`src/hw/rtl/pfdg_pkg.sv`:
```
// Shared types, frame geometry and luma helper for the palette downscaler.
// No dependencies.
package pfdg_pkg;

    localparam int SRC_WIDTH  = 320;
    localparam int SRC_HEIGHT = 200;
    localparam int OUT_WIDTH  = 128;
    localparam int OUT_HEIGHT = 80;

    localparam int SC_W = $clog2(SRC_WIDTH);
    localparam int SR_W = $clog2(SRC_HEIGHT);
    localparam int PC_W = $clog2(SRC_WIDTH + 1);
    localparam int PR_W = $clog2(SRC_HEIGHT + 1);
    localparam int DC_W = $clog2(OUT_WIDTH + 1);
    localparam int DR_W = $clog2(OUT_HEIGHT + 1);

    localparam int COL_STEP = SRC_WIDTH / OUT_WIDTH;
    localparam int COL_REM  = SRC_WIDTH % OUT_WIDTH;
    localparam int ROW_STEP = SRC_HEIGHT / OUT_HEIGHT;
    localparam int ROW_REM  = SRC_HEIGHT % OUT_HEIGHT;

    localparam int COORD_W = 7;
    localparam int GRAY_W  = 4;
    localparam int IDX_W   = 8;
    localparam int COLOR_W = 24;
    localparam int IN_TDATA_W  = 40;
    localparam int OUT_TDATA_W = 24;

    localparam logic MODE_PALETTE = 1'b0;
    localparam logic MODE_PIXEL   = 1'b1;

    localparam logic [7:0] LUMA_R = 8'd77;
    localparam logic [7:0] LUMA_G = 8'd150;
    localparam logic [7:0] LUMA_B = 8'd29;

    typedef logic [IDX_W-1:0]  idx_t;
    typedef logic [GRAY_W-1:0] gray_t;

    typedef struct packed {
        logic               sel;
        logic [COORD_W-1:0] col;
        logic [COORD_W-1:0] row;
        logic               row_end;
        logic               frame_end;
    } pick_t;

    function automatic gray_t luma_nibble(input logic [COLOR_W-1:0] color);
        logic [15:0] sum;
        sum = 16'(color[23:16]) * 16'(LUMA_R) + 16'(color[15:8]) * 16'(LUMA_G)
            + 16'(color[7:0]) * 16'(LUMA_B);
        return sum[15:12];
    endfunction

endpackage

```
`src/hw/rtl/pfdg_luma_ram.sv`:
```
// 256 x 4 gray lookup memory, one write and one registered read port.
// Per-entry valid bits give the all-zero reset contents. Uses pfdg_pkg.
module pfdg_luma_ram (
    input  logic            clk,
    input  logic            rst_n,
    input  logic            wr_en,
    input  pfdg_pkg::idx_t  wr_addr,
    input  pfdg_pkg::gray_t wr_data,
    input  logic            rd_en,
    input  pfdg_pkg::idx_t  rd_addr,
    output pfdg_pkg::gray_t rd_data
);
    import pfdg_pkg::*;

    localparam int DEPTH = 1 << IDX_W;

    gray_t            mem [DEPTH];
    logic [DEPTH-1:0] vld_reg;
    gray_t            q_reg;
    logic             q_vld_reg;

    always_ff @(posedge clk)
    begin
        if (wr_en)
        begin
            mem[wr_addr] <= wr_data;
        end
        if (rd_en)
        begin
            q_reg <= mem[rd_addr];
        end
    end

    always_ff @(posedge clk or negedge rst_n)
    begin
        if (!rst_n)
        begin
            vld_reg   <= '0;
            q_vld_reg <= 1'b0;
        end
        else
        begin
            if (wr_en)
            begin
                vld_reg[wr_addr] <= 1'b1;
            end
            if (rd_en)
            begin
                q_vld_reg <= vld_reg[rd_addr];
            end
        end
    end

    assign rd_data = q_vld_reg ? q_reg : '0;

endmodule

```
`src/hw/rtl/pfdg_scaler.sv`:
```
// Source/destination raster counters and nearest-neighbor pick logic.
// Advances once per source pixel transfer. Uses pfdg_pkg.
module pfdg_scaler (
    input  logic            clk,
    input  logic            rst_n,
    input  logic            adv,
    output pfdg_pkg::pick_t pick
);
    import pfdg_pkg::*;

    logic [SC_W-1:0] src_col_reg, src_col_next;
    logic [SR_W-1:0] src_row_reg, src_row_next;
    logic [DC_W-1:0] dst_col_reg, dst_col_next;
    logic [DR_W-1:0] dst_row_reg, dst_row_next;
    logic [PC_W-1:0] pick_col_reg, pick_col_next;
    logic [PR_W-1:0] pick_row_reg, pick_row_next;
    logic [DC_W-1:0] col_frac_reg, col_frac_next;
    logic [DR_W-1:0] row_frac_reg, row_frac_next;

    logic          row_sel;
    logic          col_sel;
    logic [DC_W:0] col_sum;
    logic [DR_W:0] row_sum;
    logic          col_carry;
    logic          row_carry;

    assign row_sel = (PR_W'(src_row_reg) == pick_row_reg)
                   && (dst_row_reg < DR_W'(OUT_HEIGHT));
    assign col_sel = (PC_W'(src_col_reg) == pick_col_reg)
                   && (dst_col_reg < DC_W'(OUT_WIDTH));

    assign col_sum   = {1'b0, col_frac_reg} + (DC_W+1)'(COL_REM);
    assign row_sum   = {1'b0, row_frac_reg} + (DR_W+1)'(ROW_REM);
    assign col_carry = col_sum >= (DC_W+1)'(OUT_WIDTH);
    assign row_carry = row_sum >= (DR_W+1)'(OUT_HEIGHT);

    always_comb
    begin
        pick.sel       = row_sel && col_sel;
        pick.col       = COORD_W'(dst_col_reg);
        pick.row       = COORD_W'(dst_row_reg);
        pick.row_end   = dst_col_reg == DC_W'(OUT_WIDTH - 1);
        pick.frame_end = pick.row_end && (dst_row_reg == DR_W'(OUT_HEIGHT - 1));
    end

    always_comb
    begin
        src_col_next  = src_col_reg;
        src_row_next  = src_row_reg;
        dst_col_next  = dst_col_reg;
        dst_row_next  = dst_row_reg;
        pick_col_next = pick_col_reg;
        pick_row_next = pick_row_reg;
        col_frac_next = col_frac_reg;
        row_frac_next = row_frac_reg;
        if (row_sel && col_sel)
        begin
            dst_col_next  = dst_col_reg + 1'b1;
            pick_col_next = pick_col_reg + PC_W'(COL_STEP) + PC_W'(col_carry);
            col_frac_next = col_carry ? DC_W'(col_sum - (DC_W+1)'(OUT_WIDTH))
                                      : DC_W'(col_sum);
        end
        if (src_col_reg == SC_W'(SRC_WIDTH - 1))
        begin
            src_col_next  = '0;
            dst_col_next  = '0;
            pick_col_next = '0;
            col_frac_next = '0;
            if (row_sel)
            begin
                dst_row_next  = dst_row_reg + 1'b1;
                pick_row_next = pick_row_reg + PR_W'(ROW_STEP) + PR_W'(row_carry);
                row_frac_next = row_carry ? DR_W'(row_sum - (DR_W+1)'(OUT_HEIGHT))
                                          : DR_W'(row_sum);
            end
            if (src_row_reg == SR_W'(SRC_HEIGHT - 1))
            begin
                src_row_next  = '0;
                dst_row_next  = '0;
                pick_row_next = '0;
                row_frac_next = '0;
            end
            else
            begin
                src_row_next = src_row_reg + 1'b1;
            end
        end
        else
        begin
            src_col_next = src_col_reg + 1'b1;
        end
    end

    always_ff @(posedge clk or negedge rst_n)
    begin
        if (!rst_n)
        begin
            src_col_reg  <= '0;
            src_row_reg  <= '0;
            dst_col_reg  <= '0;
            dst_row_reg  <= '0;
            pick_col_reg <= '0;
            pick_row_reg <= '0;
            col_frac_reg <= '0;
            row_frac_reg <= '0;
        end
        else if (adv)
        begin
            src_col_reg  <= src_col_next;
            src_row_reg  <= src_row_next;
            dst_col_reg  <= dst_col_next;
            dst_row_reg  <= dst_row_next;
            pick_col_reg <= pick_col_next;
            pick_row_reg <= pick_row_next;
            col_frac_reg <= col_frac_next;
            row_frac_reg <= row_frac_next;
        end
    end

endmodule

```
`src/hw/rtl/palette_frame_downscale_to_gray4.sv`:
```
// Top level: palette write / pixel stream in, downscaled 4-bit gray stream out.
// Depends on pfdg_pkg, pfdg_luma_ram, pfdg_scaler.
//
//  channel   | dir | tdata                                   | tuser     | tlast
//  s_axis    | in  | palette_index, palette_color, src_pixel | mode      | -
//  m_axis    | out | out_col, out_row, gray_level            | frame_end | row_end
//
// One s_axis transfer per clock sustained while m_axis_tready stays high; a picked
// pixel reaches m_axis through the table read stage, then the output register.
// The table read stage and the output register form a two-entry pipeline; with
// m_axis holding a transfer and m_axis_tready low, an occupied read stage holds
// and s_axis_tready drops.
// Reset clears counters and table valid bits at once; no clearing pass.
module palette_frame_downscale_to_gray4 (
    input  logic                                clk,
    input  logic                                rst_n,
    input  logic                                s_axis_tvalid,
    output logic                                s_axis_tready,
    // [7:0] palette_index, [31:8] palette_color, [39:32] source_pixel
    input  logic [pfdg_pkg::IN_TDATA_W-1:0]     s_axis_tdata,
    // [0] mode
    input  logic                                s_axis_tuser,
    output logic                                m_axis_tvalid,
    input  logic                                m_axis_tready,
    // [6:0] out_col, [13:7] out_row, [17:14] gray_level, [23:18] zero
    output logic [pfdg_pkg::OUT_TDATA_W-1:0]    m_axis_tdata,
    // [0] frame_end
    output logic                                m_axis_tuser,
    output logic                                m_axis_tlast
);
    import pfdg_pkg::*;

    logic  accept;
    logic  pix_adv;
    logic  hit;
    logic  wr_en;
    logic  s1_adv;
    pick_t pick;
    gray_t rd_gray;

    logic  s1_vld_reg;
    pick_t s1_meta_reg;
    logic  m_vld_reg;
    logic [OUT_TDATA_W-1:0] m_data_reg;
    logic  m_last_reg;
    logic  m_user_reg;

    assign s1_adv        = s1_vld_reg && (!m_vld_reg || m_axis_tready);
    assign s_axis_tready = !s1_vld_reg || s1_adv;
    assign accept        = s_axis_tvalid && s_axis_tready;
    assign pix_adv       = accept && (s_axis_tuser == MODE_PIXEL);
    assign wr_en         = accept && (s_axis_tuser == MODE_PALETTE);
    assign hit           = pix_adv && pick.sel;

    pfdg_scaler u_scaler (
        .clk   (clk),
        .rst_n (rst_n),
        .adv   (pix_adv),
        .pick  (pick)
    );

    pfdg_luma_ram u_ram (
        .clk     (clk),
        .rst_n   (rst_n),
        .wr_en   (wr_en),
        .wr_addr (s_axis_tdata[IDX_W-1:0]),
        .wr_data (luma_nibble(s_axis_tdata[IDX_W+COLOR_W-1:IDX_W])),
        .rd_en   (hit),
        .rd_addr (s_axis_tdata[IDX_W+COLOR_W+IDX_W-1:IDX_W+COLOR_W]),
        .rd_data (rd_gray)
    );

    always_ff @(posedge clk or negedge rst_n)
    begin
        if (!rst_n)
        begin
            s1_vld_reg <= 1'b0;
            m_vld_reg  <= 1'b0;
        end
        else
        begin
            if (hit)
            begin
                s1_vld_reg <= 1'b1;
            end
            else if (s1_adv)
            begin
                s1_vld_reg <= 1'b0;
            end
            if (s1_adv)
            begin
                m_vld_reg <= 1'b1;
            end
            else if (m_axis_tready)
            begin
                m_vld_reg <= 1'b0;
            end
        end
    end

    always_ff @(posedge clk)
    begin
        if (hit)
        begin
            s1_meta_reg <= pick;
        end
        if (s1_adv)
        begin
            m_data_reg <= OUT_TDATA_W'({rd_gray, s1_meta_reg.row, s1_meta_reg.col});
            m_last_reg <= s1_meta_reg.row_end;
            m_user_reg <= s1_meta_reg.frame_end;
        end
    end

    assign m_axis_tvalid = m_vld_reg;
    assign m_axis_tdata  = m_data_reg;
    assign m_axis_tlast  = m_last_reg;
    assign m_axis_tuser  = m_user_reg;

endmodule

```
`config.mk`:
```
export PLATFORM = sky130hd
export DESIGN_NAME = palette_frame_downscale_to_gray4
export DESIGN_NICKNAME = d
export VERILOG_FILES = /design/src/hw/rtl/pfdg_pkg.sv /design/src/hw/rtl/pfdg_luma_ram.sv /design/src/hw/rtl/pfdg_scaler.sv /design/src/hw/rtl/palette_frame_downscale_to_gray4.sv
export SDC_FILE = /design/constraint.sdc
export NUM_CORES = 2
export LEC_CHECK = 0
export BUFFER_PORTS_ARGS = -buffer_cell sky130_fd_sc_hd__clkbuf_2
export CELL_PAD_IN_SITES_DETAIL_PLACEMENT = 1
export CELL_PAD_IN_SITES_GLOBAL_PLACEMENT = 2
export CORE_MARGIN = 8
export CORE_UTILIZATION = 40
export DETAILED_ROUTE_END_ITERATION = 12
export PLACE_DENSITY_LB_ADDON = 0.1
export SLEW_MARGIN = 0
export SYNTH_ARGS = -nofsm -noshare
export SYNTH_HDL_FRONTEND = slang
export SYNTH_HIERARCHICAL = 1
export SYNTH_SLANG_ARGS = --single-unit
```
`constraint.sdc`:
```
create_clock -name clk -period 3.25 [get_ports clk]
set_input_delay 0.975 -clock clk [delete_from_list [all_inputs] [get_ports clk]]
set_output_delay 0.975 -clock clk [all_outputs]
set_load 0.02 [all_outputs]
```
# ---- Word-level counts from Yosys, hierarchy flattened
# Memory sizes are Yosys's and may differ from the RTL's. A register that Yosys moved wholly into a read port is not among the register bits.
# Cells that the tools add are included.
dict set report classes {
  addsub 14
  n_mul 3
  magnitude_cmp 7
  n_eq_ne 6
  mux 26
  bitwise_logic 2
  reduce_logical 21
}
# cell count
set op_table {}
lappend op_table {{$or A256 B256 Y256} 1}
lappend op_table {{$mux W8} 8}
lappend op_table {{$mux W7} 5}
lappend op_table {{$mul A8 B7 Y15 const B} 2}
lappend op_table {{$mux W9} 3}
lappend op_table {{$lt A8 B9 Y1 const B} 2}
lappend op_table {{$add A15 B16 Y16} 1}
lappend op_table {{$add A16 B13 Y16} 1}
lappend op_table {{$add A8 B1 Y8 const B} 2}
lappend op_table {{$mul A8 B5 Y13 const B} 1}
lappend op_table {{$logic_and A1 B1 Y1} 10}
lappend op_table {{$add A8 B7 Y9 const B} 1}
lappend op_table {{$add A9 B1 Y9} 1}
lappend op_table {{$add A9 B1 Y9 const B} 1}
lappend op_table {{$add A9 B2 Y9 const B} 1}
lappend op_table {{$eq A9 B9 Y1} 1}
lappend op_table {{$eq A9 B9 Y1 const B} 1}
lappend op_table {{$ge A9 B8 Y1 const B} 1}
lappend op_table {{$add A7 B6 Y8 const B} 1}
lappend op_table {{$add A8 B1 Y8} 1}
lappend op_table {{$add A8 B2 Y8 const B} 1}
lappend op_table {{$bmux W1 S8} 1}
lappend op_table {{$demux W1 S8} 1}
lappend op_table {{$eq A8 B7 Y1 const B} 1}
lappend op_table {{17 further kinds} 30}
dict set report totals {
  reg_bits 359
  mem_bits_rw 1024
  input_bits 45
  out_inout_bits 28
  word_cells 100
  n_memories 1
}
# memory depth word_bits read_ports rd_ports_with_merged_regs wr line
set mem_list {}
lappend mem_list {u_ram.mem 256 4 1 1 1 pfdg_luma_ram.sv:17} ;# gray_t mem [DEPTH];

# ---- Depth between registers and ports, before layout
dict set report depth {
  depth_word 8
  mapped_depth 24
  ltp_nobuf 24
}

# ---- Modules after synthesis
# The synthesis kept the hierarchy.
# mod instances cells_per_inst area_per_inst_um2 seq_area_each_um2
set modules_own_cells {}
lappend modules_own_cells {pfdg_luma_ram 1 2702 50310.8 37300.8}
lappend modules_own_cells {palette_frame_downscale_to_gray4 1 374 4331.7 1131.1}
lappend modules_own_cells {pfdg_scaler 1 359 3342.0 1376.3}

# ---- Worst setup path before layout
# Ideal clock, no wire load.
dict set report synth_timing {
  kind {input-to-reg}
  from {input s_axis_tdata[19] in the netlist's numbering}
  to {memory u_ram/mem[0][1] in the netlist's numbering, data pin}
  setup_time_ns 1.647
  arrival_ns 13.503
  t_required_ns 1.603
  setup_slack_ns -11.899
  cell_stages 22
  n_path_buf 0
  cell_sequence {ha_1 > ha_1 > ha_1 > inv_1 > fa_1 > inv_1 > ha_1 > and2_1 > a311oi_2 > xnor2_1 > fa_1 > fa_1 > inv_1 > fa_1 > fa_1 > inv_1 > ha_1 > nand4_1 > or2_2 > nand3b_1 > a21oi_1 > xnor2_1}
}
dict set report synth_via {
  elab_chain_cells 3
}
# element line
set synth_rtl {}
lappend synth_rtl {{from (decl)} palette_frame_downscale_to_gray4.sv:20} ;# input logic [pfdg_pkg::IN_TDATA_W-1:0] s_axis_tdata,
lappend synth_rtl {{$mul A8 B7 Y15} pfdg_pkg.sv:49} ;# sum = 16'(color[23:16]) * 16'(LUMA_R) + 16'(color[15:8]) * 16'(LUMA_G)
lappend synth_rtl {{$add A15 B16 Y16} pfdg_pkg.sv:49}
lappend synth_rtl {{$add A16 B13 Y16} pfdg_pkg.sv:50} ;# + 16'(color[7:0]) * 16'(LUMA_B);
lappend synth_rtl {{to (decl)} pfdg_luma_ram.sv:17}
# No other way between the ends.

# ---- Final worst setup path
dict set report layout_timing {
  from {input s_axis_tdata[21] in the netlist's numbering}
  to {memory u_ram/mem[73][3] in the netlist's numbering, data pin}
}
# Same word-level chain as after synthesis.

==> flow_metrics.tcl <==
set metrics [dict create \
    wl_per_cell_um 29.11 \
    wl_met1_mm 78.93 \
    layout-drive-gt1-share 0.3692 \
    placement.io_buffers 66 \
    hp-class "input port to async pin" \
    holdWs_ps 206.8 \
    grt_setup_unrepaired "true" \
    cts_tree "done" \
    violations "negative setup slack" \
    core_area_um2 143800 \
    routed_wl_mm 179.4 \
    r2r_slack_ps -90 \
    yosys.cell_count.top_type "edfxtp_1" \
    clk_pin_slew_ps 60 \
    cts_sinks 1378 \
    synth_largest_type_area_fraction 0.5510 \
    synth_edf_count 1064 \
    finalNetCount 4320 \
    syn_area_per_cell_um2 16.88 \
    place_congestion 0.8165 \
    arrival_ps 7270 \
    grt_pass1_wl_mm 256.8 \
    ys_ff_latch 1378 \
    wl_met3_mm 10.12 \
    critical_path.max_fanout 23 \
    grt_use_total 0.2207 \
    met2_length_mm 85.83 \
    synth_area_um2 57980 \
    routed.top_layer "met5" \
    yosys.area.top_type "edfxtp_1" \
    timing.final.ws_setup_ps -3404 \
    max_slew_margin 0.4552 \
    hold_viol 0 \
    synthFlopType "edfxtp_1" \
    required_ps 3860 \
    worst_slew_pin_slew_ps 817.2 \
    ant_nets 0 \
    first_iter_violations 2497 \
    status "finished, violations left" \
    syn_inst 3435 \
    cts_buffers 153 \
    die_x_um 396.7 \
    synth-adder-area-share 0.03949 \
    synth-simple-area-share 0.07507 \
    worstSkewPairLatency_ps 780 \
    clockBufferDepth 3 \
    synthMuxAreaShare 0.1277 \
    yosys-top-cells-count "1064 x edfxtp_1, 314 x dfrtp_1, 301 x mux4_2" \
    drc_errors 0 \
    async_reset_ff_frac 0.2279 \
    clock_tree.root_cell "clkbuf_16" \
    yosys_warnings 6 \
    yosysUniqueCellTypes 79 \
    initial_core_util 0.4031 \
    period_minus_slack_ps 6654 \
    drv_slew 0 \
    via_count 34280 \
    grt_pass1_vias 36900 \
    h-tree-depth 4 \
    clock.fmax_mhz 150.3 \
    viasPerCell 5.562 \
    yosys-top-cells-area "edfxtp_1 55%, dfrtp_1 14%, mux4_2 12%" \
    end_kind "register" \
    place_hpwl_mm 120.1 \
    period_share 2.047 \
    areaGrowthSynthToFinish_pct 25.18 \
    synth_compound_gate_area_share 0.04089 \
    finalSetupViolCount 1027 \
    final_area_um2 72580 \
    critPathKind "input port to register" \
    placed_cell_area_um2 65230 \
    die_y_um 396.7 \
    skew_ps 30.20 \
    synth-xor-area-share 0.006344 \
    rows 139 \
    antenna_found_initial 10 \
    firstDrtPassIters 5 \
    die_area_um2 157400 \
    grt_start_max_net_pins 93 \
    crit_path_start_kind "input port" \
    maxCapViolCount 0 \
    synth_top_family_by_area "multiplexers" \
    io_pins 73 \
    cts_hold_buf 0 \
    largest_register_ffs 1024 \
    yosysSeqAreaShare 0.6865 \
    grt.overflow.total 0 \
]
## critical path, cell delays in order
cell       delay [ps]
buf_6             100
ha_4              260
ha_4              200
ha_4              260
inv_2              40
fa_1              490
inv_2              50
ha_4              230
and2_4            140
a311oi_4          330
xnor2_4           160
fa_2              460
fa_1              510
inv_2              40
fa_2              350
fa_1              520
inv_1              40
ha_1              300
nand4_1           180
nor3_2             70
a31oi_1           200
buf_4             180
a21oi_4            60
nor3_4            270
xor2_4            200
buf_12            230
buf_16            180
clkbuf_16         210
## layout make-up
class / count / area, µm²
Multi-Input combinational cell: 1759 / 17120
Clock buffer: 223 / 4344
Clock inverter: 62 / 556.8
Sequential cell: 1378 / 39810
Inverter: 109 / 409.1
Tap cell: 1903 / 2381
Antenna cell: 5 / 12.51
Fill cell: 13390 / 71250
Timing Repair Buffer: 724 / 7956
## layout by cell type, fill, tap and decap left out, types with 56 or more instances in the layout
| cell type | count |
|---|---|
| a21oi_1 | 99 |
| buf_4 | 475 |
| mux4_2 | 301 |
| a22oi_1 | 136 |
| nor2_1 | 290 |
| dfrtp_1 | 314 |
| clkbuf_16 | 190 |
| edfxtp_1 | 1064 |
| nand3_1 | 58 |
| ha_1 | 88 |
| or2_2 | 260 |
| buf_12 | 95 |
| clkbuf_2 | 61 |
| mux2i_1 | 56 |
| inv_1 | 104 |
| nand2_1 | 79 |
## kinds of logic after synthesis
| family | after synthesis |
|---|---|
| xor gates and xnor gates | 42 |
| AOI/OAI and AO/OA | 350 |
| DFF | 1378 |
| muxes | 363 |
| and+or+nand+nor | 848 |
| adders and majority gates | 150 |
| other | 1 |
| buffers and inverters | 303 |
## metal layers
layer | GRT usage | vias to the layer above
met5 | 0 | -
met4 | 0.05698 | 2
met3 | 0.04028 | 237
met2 | 0.3634 | 899
met1 | 0.3044 | 18520
li1 | - | 14620
## what timing repair did
item / CTS / global route
buffers inserted: 21 / 21
gates resized for setup: 51 / 51
setup endpoints to repair: 1027 / 1029
pin swaps: 10 / 13
gates cloned: 26 / 43
## stage by stage
step,worst slack (ps),utilization,TNS (ps),cells
2_1_floorplan,-5882,-,-5962640,3440
3_3_place_gp,-4390,0.4535,-4255640,5770
3_5_place_dp,-4447,0.4535,-4282530,5770
4_1_cts,-3355,0.4959,-3302260,6099
5_1_grt,-3549,0.5046,-3503170,6159
6_report,-3404,0.5047,-3336630,6163
## worst paths after layout
check	startpoint	end	cells past startpoint
setup reg to reg	u_scaler/src_row_reg[0]	u_ram/q_vld_reg	12
hold reg to reg	s1_meta_reg[10]	m_axis_tdata[1]	0
min in group clk	s1_meta_reg[10]	m_axis_tdata[1]	0
setup / recovery	s_axis_tdata[21]	u_ram/mem[73][3]	28
hold / removal	rst_n	u_ram/vld_reg[97]	1
max in group asynchronous	rst_n	u_ram/vld_reg[138]	2
Power is left out: the tool's default activity adds up to more than one toggle a clock period on the data nets, which glitch-free logic cannot reach.
